File: src/assert_macros.svh
// Assertion macros shared by the RTL of the radix map unit.
// No dependencies; define ASSERT_OFF to compile the checks out.
`ifndef ASSERT_MACROS_SVH
`define ASSERT_MACROS_SVH
`ifndef ASSERT_OFF
`define ASSERT_ALWAYS(label, clk, rst, cond, msg) \
   label: assert property (@(posedge clk) disable iff (rst) (cond)) else $error(msg);
`define ASSERT_IMPLIES(label, clk, rst, ante, cons, msg) \
   label: assert property (@(posedge clk) disable iff (rst) (ante) |-> (cons)) else $error(msg);
`else
`define ASSERT_ALWAYS(label, clk, rst, cond, msg)
`define ASSERT_IMPLIES(label, clk, rst, ante, cons, msg)
`endif
`endif

File: src/fdrm_pkg.sv
// Package of the radix map unit: transaction structs, codes and the
// command and status structs between controller and datapath. No dependencies.
`timescale 1ns / 1ps
package fdrm_pkg;

   localparam logic [1:0] ACT_INSERT = 2'd0;
   localparam logic [1:0] ACT_LOOKUP = 2'd1;
   localparam logic [1:0] ACT_REMOVE = 2'd2;
   localparam logic [1:0] ACT_CLEAR  = 2'd3;

   localparam logic [1:0] STATUS_OK       = 2'd0;
   localparam logic [1:0] STATUS_NOTFOUND = 2'd1;
   localparam logic [1:0] STATUS_BAD      = 2'd2;
   localparam logic [1:0] STATUS_FULL     = 2'd3;

   localparam logic [3:0] OP_NOP    = 4'd0;
   localparam logic [3:0] OP_LATCH  = 4'd1;
   localparam logic [3:0] OP_CHECK  = 4'd2;
   localparam logic [3:0] OP_POP    = 4'd3;
   localparam logic [3:0] OP_POPW   = 4'd4;
   localparam logic [3:0] OP_ZERO   = 4'd5;
   localparam logic [3:0] OP_LINK   = 4'd6;
   localparam logic [3:0] OP_LINKW  = 4'd7;
   localparam logic [3:0] OP_RD     = 4'd8;
   localparam logic [3:0] OP_RDW    = 4'd9;
   localparam logic [3:0] OP_INCW   = 4'd10;
   localparam logic [3:0] OP_DEC    = 4'd11;
   localparam logic [3:0] OP_PRUNE  = 4'd12;
   localparam logic [3:0] OP_PRUNEW = 4'd13;
   localparam logic [3:0] OP_DONE   = 4'd14;

   typedef struct packed {
      logic [1:0]  action;
      logic [63:0] key;
      logic [31:0] value;
   } req_type;

   typedef struct packed {
      logic [1:0]  status;
      logic [31:0] found_value;
      logic [10:0] entries;
   } rsp_type;

   typedef struct packed {
      logic [3:0] op;
      logic       alloc_root;
   } cmd_type;

   typedef struct packed {
      logic [1:0] action;
      logic       key_bad;
      logic       value_zero;
      logic       root_present;
      logic       pool_empty;
      logic       leaf;
      logic       top;
      logic       child_none;
      logic       slot_empty;
      logic       cu_zero;
      logic       clr_last;
      logic       rsp_free;
   } stat_type;

endpackage

File: src/fdrm_ctrl.sv
// Sequencing state machine of the radix map unit.
// Depends on fdrm_pkg for the command and status structs.
`timescale 1ns / 1ps
module fdrm_ctrl (
   input  logic               clock,
   input  logic               reset,
   input  logic               req_valid,
   output logic               req_ready,
   input  fdrm_pkg::stat_type stat,
   output fdrm_pkg::cmd_type  cmd
);

   localparam logic [3:0] S_IDLE   = 4'd0;
   localparam logic [3:0] S_CHECK  = 4'd1;
   localparam logic [3:0] S_POP    = 4'd2;
   localparam logic [3:0] S_POPW   = 4'd3;
   localparam logic [3:0] S_ZERO   = 4'd4;
   localparam logic [3:0] S_LINK   = 4'd5;
   localparam logic [3:0] S_LINKW  = 4'd6;
   localparam logic [3:0] S_RD     = 4'd7;
   localparam logic [3:0] S_RDW    = 4'd8;
   localparam logic [3:0] S_INCW   = 4'd9;
   localparam logic [3:0] S_DEC    = 4'd10;
   localparam logic [3:0] S_PRUNE  = 4'd11;
   localparam logic [3:0] S_PRUNEW = 4'd12;
   localparam logic [3:0] S_DONE   = 4'd13;

   logic [3:0] state_ff, state_in;
   logic       alloc_root_ff, alloc_root_in;

   assign req_ready = (state_ff == S_IDLE);

   always_comb begin
      state_in      = state_ff;
      alloc_root_in = alloc_root_ff;
      cmd.op         = fdrm_pkg::OP_NOP;
      cmd.alloc_root = alloc_root_ff;
      unique case (state_ff)
         S_IDLE: begin
            if (req_valid) begin
               cmd.op   = fdrm_pkg::OP_LATCH;
               state_in = S_CHECK;
            end
         end
         S_CHECK: begin
            cmd.op = fdrm_pkg::OP_CHECK;
            if (stat.action == fdrm_pkg::ACT_CLEAR || stat.key_bad) begin
               state_in = S_DONE;
            end else if (stat.action == fdrm_pkg::ACT_INSERT) begin
               if (stat.value_zero) begin
                  state_in = S_DONE;
               end else if (!stat.root_present) begin
                  alloc_root_in = 1'b1;
                  state_in      = S_POP;
               end else begin
                  state_in = S_RD;
               end
            end else begin
               state_in = stat.root_present ? S_RD : S_DONE;
            end
         end
         S_POP: begin
            cmd.op   = fdrm_pkg::OP_POP;
            state_in = stat.pool_empty ? S_DONE : S_POPW;
         end
         S_POPW: begin
            cmd.op   = fdrm_pkg::OP_POPW;
            state_in = S_ZERO;
         end
         S_ZERO: begin
            cmd.op = fdrm_pkg::OP_ZERO;
            if (stat.clr_last) begin
               state_in = S_LINK;
            end
         end
         S_LINK: begin
            cmd.op   = fdrm_pkg::OP_LINK;
            state_in = alloc_root_ff ? S_RD : S_LINKW;
            alloc_root_in = 1'b0;
         end
         S_LINKW: begin
            cmd.op   = fdrm_pkg::OP_LINKW;
            state_in = S_RD;
         end
         S_RD: begin
            cmd.op   = fdrm_pkg::OP_RD;
            state_in = S_RDW;
         end
         S_RDW: begin
            cmd.op = fdrm_pkg::OP_RDW;
            if (!stat.leaf) begin
               if (!stat.child_none) begin
                  state_in = S_RD;
               end else if (stat.action == fdrm_pkg::ACT_INSERT) begin
                  alloc_root_in = 1'b0;
                  state_in      = S_POP;
               end else begin
                  state_in = S_DONE;
               end
            end else if (stat.action == fdrm_pkg::ACT_INSERT) begin
               state_in = stat.slot_empty ? S_INCW : S_DONE;
            end else if (stat.action == fdrm_pkg::ACT_REMOVE) begin
               state_in = stat.slot_empty ? S_DONE : S_DEC;
            end else begin
               state_in = S_DONE;
            end
         end
         S_INCW: begin
            cmd.op   = fdrm_pkg::OP_INCW;
            state_in = S_DONE;
         end
         S_DEC: begin
            cmd.op   = fdrm_pkg::OP_DEC;
            state_in = S_PRUNE;
         end
         S_PRUNE: begin
            cmd.op   = fdrm_pkg::OP_PRUNE;
            state_in = (stat.top || !stat.cu_zero) ? S_DONE : S_PRUNEW;
         end
         S_PRUNEW: begin
            cmd.op   = fdrm_pkg::OP_PRUNEW;
            state_in = S_PRUNE;
         end
         S_DONE: begin
            cmd.op = fdrm_pkg::OP_DONE;
            if (stat.rsp_free) begin
               state_in = S_IDLE;
            end
         end
         default: begin
            state_in = S_IDLE;
         end
      endcase
   end

   always_ff @(posedge clock) begin
      if (reset) begin
         state_ff      <= S_IDLE;
         alloc_root_ff <= 1'b0;
      end else begin
         state_ff      <= state_in;
         alloc_root_ff <= alloc_root_in;
      end
   end

endmodule

File: config.mk
export PLATFORM = sky130hd
export DESIGN_NAME = fdrm_ctrl
export DESIGN_NICKNAME = d
export VERILOG_FILES = /design/src/assert_macros.svh /design/src/fdrm_pkg.sv /design/src/fdrm_ctrl.sv
export SDC_FILE = /design/constraint.sdc
export NUM_CORES = 1
export LEC_CHECK = 0
export ABC_AREA = 1
export BUFFER_PORTS_ARGS = -buffer_cell sky130_fd_sc_hd__buf_4
export CORE_UTILIZATION = 30
export CTS_CLUSTER_DIAMETER = 150
export DETAILED_ROUTE_END_ITERATION = 8
export GPL_TIMING_DRIVEN = 0
export MAX_ROUTING_LAYER = met4
export PLACE_DENSITY_LB_ADDON = 0.12
export SLEW_MARGIN = 20
export SYNTH_ARGS = -nofsm -noshare
export SYNTH_HDL_FRONTEND = slang
export SYNTH_SLANG_ARGS = --single-unit
File: constraint.sdc
create_clock -name clock -period 1.9 [get_ports clock]
set_clock_uncertainty 0.05 [all_clocks]
set_input_delay 0.38 -clock clock [delete_from_list [all_inputs] [get_ports clock]]
set_output_delay 0.38 -clock clock [all_outputs]
set_load 0.01 [all_outputs]
Word-level counts from Yosys, hierarchy flattened:

Index checks and enable logic that the tools add are counted.
Widths: inputs -> output; s select.

* eq/ne operators: 25
* mux-type cells: 29
* reduce and logical (&&, ||, !) cells: 9

Operator list (count)
* $pmux 4 s14: 1
* $pmux 4 s13: 1
* $mux 4: 11
* $eq 4x4->1 const B: 6
* $ne 2x2->1 const B: 10
* $eq 4x3->1 const B: 4
* $mux 3: 5
* $mux 1: 10
* $eq 4x2->1 const B: 2
* $reduce_and 8->1: 1
* $eq 2x2->1 const B: 2
* $eq 4x1->1 const B: 1
* $logic_not 4->1: 1
* $pmux 1 s3: 1
* $reduce_and 3->1: 1
* $reduce_bool 3->1: 1
* $logic_not 2->1: 1
* $logic_or 1x1->1: 2
* $reduce_or 2->1: 1
* $logic_not 1->1: 1

* register bits: 5
* bits of input ports: 16
* output and inout port bits: 6
* word-level logic and storage cells: 65

Depth between registers and ports, before layout:

* depth in word-level cells: 5
* depth in mapped cells: 9
* depth with buffers taken out: 9

Worst setup path after synthesis:

OpenSTA, ideal clock, no wires.

* path type: register to output
* from: register state_ff[0]
* to: output port cmd[1] (netlist bit)
* arrival time: 0.953 ns
* data required time: 1.470 ns
* setup slack: 0.517 ns
* cell stages (with the launch flop): 6
* path buffers: 0
* path through: dfxtp_1 > nor2_1 > nand2_1 > inv_1 > a21oi_1 > o2111ai_1

RTL lines
* start, declared: line fdrm_ctrl.sv:28 `logic [3:0] state_ff, state_in;`
* start signal, assigned: line fdrm_ctrl.sv:141 `state_ff <= state_in;`
* end, declared: line fdrm_ctrl.sv:10 `output fdrm_pkg::cmd_type cmd`

==> results.py <==
metrics = {
    "run_status": {
        "outcome": "completed",
    },
    "clocking": {
        "hold_buffers": 0,
        "cts_tree": "built",
        "cts_buffer_depth": 2,
        "clk_pin_slew_ns": 0.04,
        "cts_root_buf": "clkbuf_4",
        "htree_levels": 1,
        "clk_latency_ns": 0.24,
        "post_cts_buffers": 0,
        "cts_buffers": 3,
        "cts.sinks": 5,
    },
    "timing": {
        "finalSetupViolations": 0,
        "fin_crit_ns": 1.793,
        "final-max-slew-violation-count": 0,
        "timing.final.crit_share_pct": 94.36,
        "hold_violations": 0,
        "fmax_ghz": 0.5578,
        "worst_pin_slew_ns": 0.3882,
        "relSlewSlack_pct": 74.03,
    },
    "place": {
        "place_congestion": 0.8747,
        "dp_hpwl_mm": 1.376,
        "port_buffers": 21,
    },
    "drt": {
        "drt_pass1_iterations": 4,
        "drt_wl_total_mm": 1.667,
        "num_vias": 803,
        "dr.first_iter.drc_count": 9,
        "drc": 0,
        "antenna_left": 0,
        "viasPerCell": 4.780,
        "wire_per_inst_microns": 9.923,
    },
    "layout": {
        "fillers": 222,
        "final_util_pct": 46.46,
        "n_antenna_cell": 0,
        "fin_nets": 160,
        "areaGrowthSynthToFinish_pct": 38.22,
        "drive_gt1_share_pct": 25.87,
    },
    "critical_path": {
        "critical_path_class": "reg -> out",
        "worst_setup_path_start_kind": "register",
        "required_ns": 1.47,
        "cp_max_fo": 6,
        "setup.worst_path.end_class": "output pin",
        "cp.arrival_ns": 1.36,
    },
    "grt": {
        "overflow": 0,
        "use_met2_pct": 25.56,
        "grt.total_usage_pct": 16.34,
        "grt_use_met1_pct": 20.92,
        "first_global_vias": 653,
        "grt_pass1_wl_mm": 2.470,
        "grt_max_degree": 7,
        "use_met3_pct": 1.154,
        "top_usage_layer": "met2",
        "antenna_found_initial": 0,
    },
    "logic_synthesis": {
        "yosys_warnings": 0,
        "synth_cell_types": 18,
        "synth.area.mux_share_pct": 0,
        "syn_avg_cell_area_sq_um": 5.132,
        "synth-xor-area-share_pct": 0,
        "synth_fa_ha_area_share_pct": 0,
        "yosys.area_share.simple_pct": 55.58,
        "ys_ff_latch": 5,
        "syn_inst": 118,
        "synth.net_count": 134,
        "seq_area_frac_synth_pct": 16.53,
        "synth_top_family_by_area": "simple AND/OR/NAND/NOR gates",
        "synth-compound-area-share_pct": 15.50,
        "netlist_area_sq_um": 605.6,
    },
    "pwr": {
        "power_w": 0.001215,
        "p_leak_nw": 0.4772,
        "power.internal_w": 0.0005783,
        "pwr-share-seq_pct": 17.8,
        "power_switching_w": 0.0006370,
        "clkPwrFrac_pct": 10.0,
        "peakVddDrop_uv": 680.7,
        "p_per_area_nw_per_um2": 1452,
        "swShare_pct": 52.42,
        "p_comb_share_pct": 72.2,
    },
    "die": {
        "die-area_sq_um": 2202,
        "start_util_pct": 33.61,
        "fp.dieH_microns": 46.93,
        "core-area_sq_um": 1802,
        "fp.dieW_microns": 46.93,
        "io_pins": 22,
        "rows": 15,
    },
    "job": {
        "cap_violations": 0,
    },
    "min_path": {
        "holdCritPathClass": "in -> reg",
    },
}
==> path summary, 6_finish.rpt <==
kind / from / endpoint / slack [ns] / cells after the start
setup / recovery: state_ff[2] / cmd[1] / 0.11 / 6
hold / removal: reset / state_ff[2] / 0.25 / 2
setup reg to reg: state_ff[2] / state_ff[1] / 0.51 / 8
hold reg to reg: alloc_root_ff / alloc_root_ff / 0.49 / 1
==> per-stage QoR <==
stage / cells / setup slack [ns] / setup TNS (ns) / hold WS [ns] / cell area, sq um
3_3_place_gp: 164 / 0.3318 / 0 / 0.4865 / 794.5
6_report: 168 / 0.1072 / 0 / 0.2550 / 837.1
3_5_place_dp: 164 / 0.3253 / 0 / 0.4808 / 794.5
4_1_cts: 168 / 0.05923 / 0 / 0.2563 / 820.8
2_1_floorplan: 118 / 0.5168 / 0 / 0.3991 / 605.6
5_1_grt: 168 / -0.01111 / -0.01111 / 0.2386 / 837.1
==> area by class of cell <==
| cell class | count | area [sq um] | area share (%) |
|---|---|---|---|
| tap | 25 | 31.28 | 3.737 |
| buffer | 1 | 7.507 | 0.8969 |
| timing repair buffer | 21 | 157.7 | 18.83 |
| inverter | 18 | 67.56 | 8.072 |
| multi-input combinational | 94 | 442.9 | 52.91 |
| clock buffer | 4 | 26.28 | 3.139 |
| sequential | 5 | 103.9 | 12.41 |
==> synthesized netlist by cell type <==
cell type / n / area (sq um)
o2111ai_1: 1 / 8.760
a21oi_1: 6 / 30.03
o211ai_1: 1 / 7.510
nand4_1: 2 / 12.51
nor3_1: 4 / 20.02
o211a_1: 1 / 10.01
o21ai_0: 6 / 30.03
nand3_1: 6 / 30.03
nand2_4: 2 / 22.52
buf_4: 1 / 7.510
inv_2: 1 / 3.750
inv_1: 17 / 63.81
nand3b_1: 1 / 7.510
dfxtp_1: 5 / 100.1
nand2_1: 38 / 142.6
o21bai_1: 1 / 7.510
nor2_1: 24 / 90.09
nor2_4: 1 / 11.26
==> what timing repair did <==
action	in CTS	in global routing
hold endpoints to repair	0	0
gates resized for setup	0	8
endpoints found under the setup margin	0	3
==> state kept, by name, indices dropped and copies added (netlist names) <==
| signal | cells |
|---|---|
| alloc_root_ff | 1 |
| state_ff | 4 |
==> cell families after synthesis <==
logic type / after synthesis
and+or+nand+nor: 78
buffers and inverters: 19
AOI/OAI and AO/OA: 16
DFF: 5
==> worst max-delay path, cell delays in order (launching register included) <==
cell	delay, ns
dfxtp_2	0.39
inv_1	0.11
nand2_2	0.12
nor2_1	0.06
nor2_1	0.15
o2111ai_1	0.13
buf_4	0.16
==> routing by layer <==
metal / part of all wire [%] / up-vias / wire, microns
li1: - / 425 / -
met1: 48 / 342 / 800
met2: 43 / 32 / 723
met3: 6.4 / 4 / 107
met4: 2.1 / 0 / 35
met5: 0 / - / 0
==> power by group through the flow <==
| stage | sequential [W] | combinational [W] | clock [W] |
|---|---|---|---|
| 6_report | 0.000216 | 0.000878 | 0.000121 |
| 3_5_place_dp | 0.000198 | 0.000850 | 0 |
| 2_1_floorplan | 0.000186 | 0.000575 | 0 |
| 3_3_place_gp | 0.000197 | 0.000854 | 0 |
| 4_1_cts | 0.000196 | 0.000853 | 0.000126 |
| 5_1_grt | 0.000221 | 0.000988 | 0.000139 |
==> placed cells by master, fill, tap and decap left out, drive strengths merged, types with 2 or more instances in the layout <==
cell	count
o21ai	6
nand4	2
nor2	25
nand2	40
clkbuf	4
nand3	6
nor3	4
inv	18
a21oi	6
buf	22
dfxtp	5
Note: power is estimated with default switching activity, not from simulation.
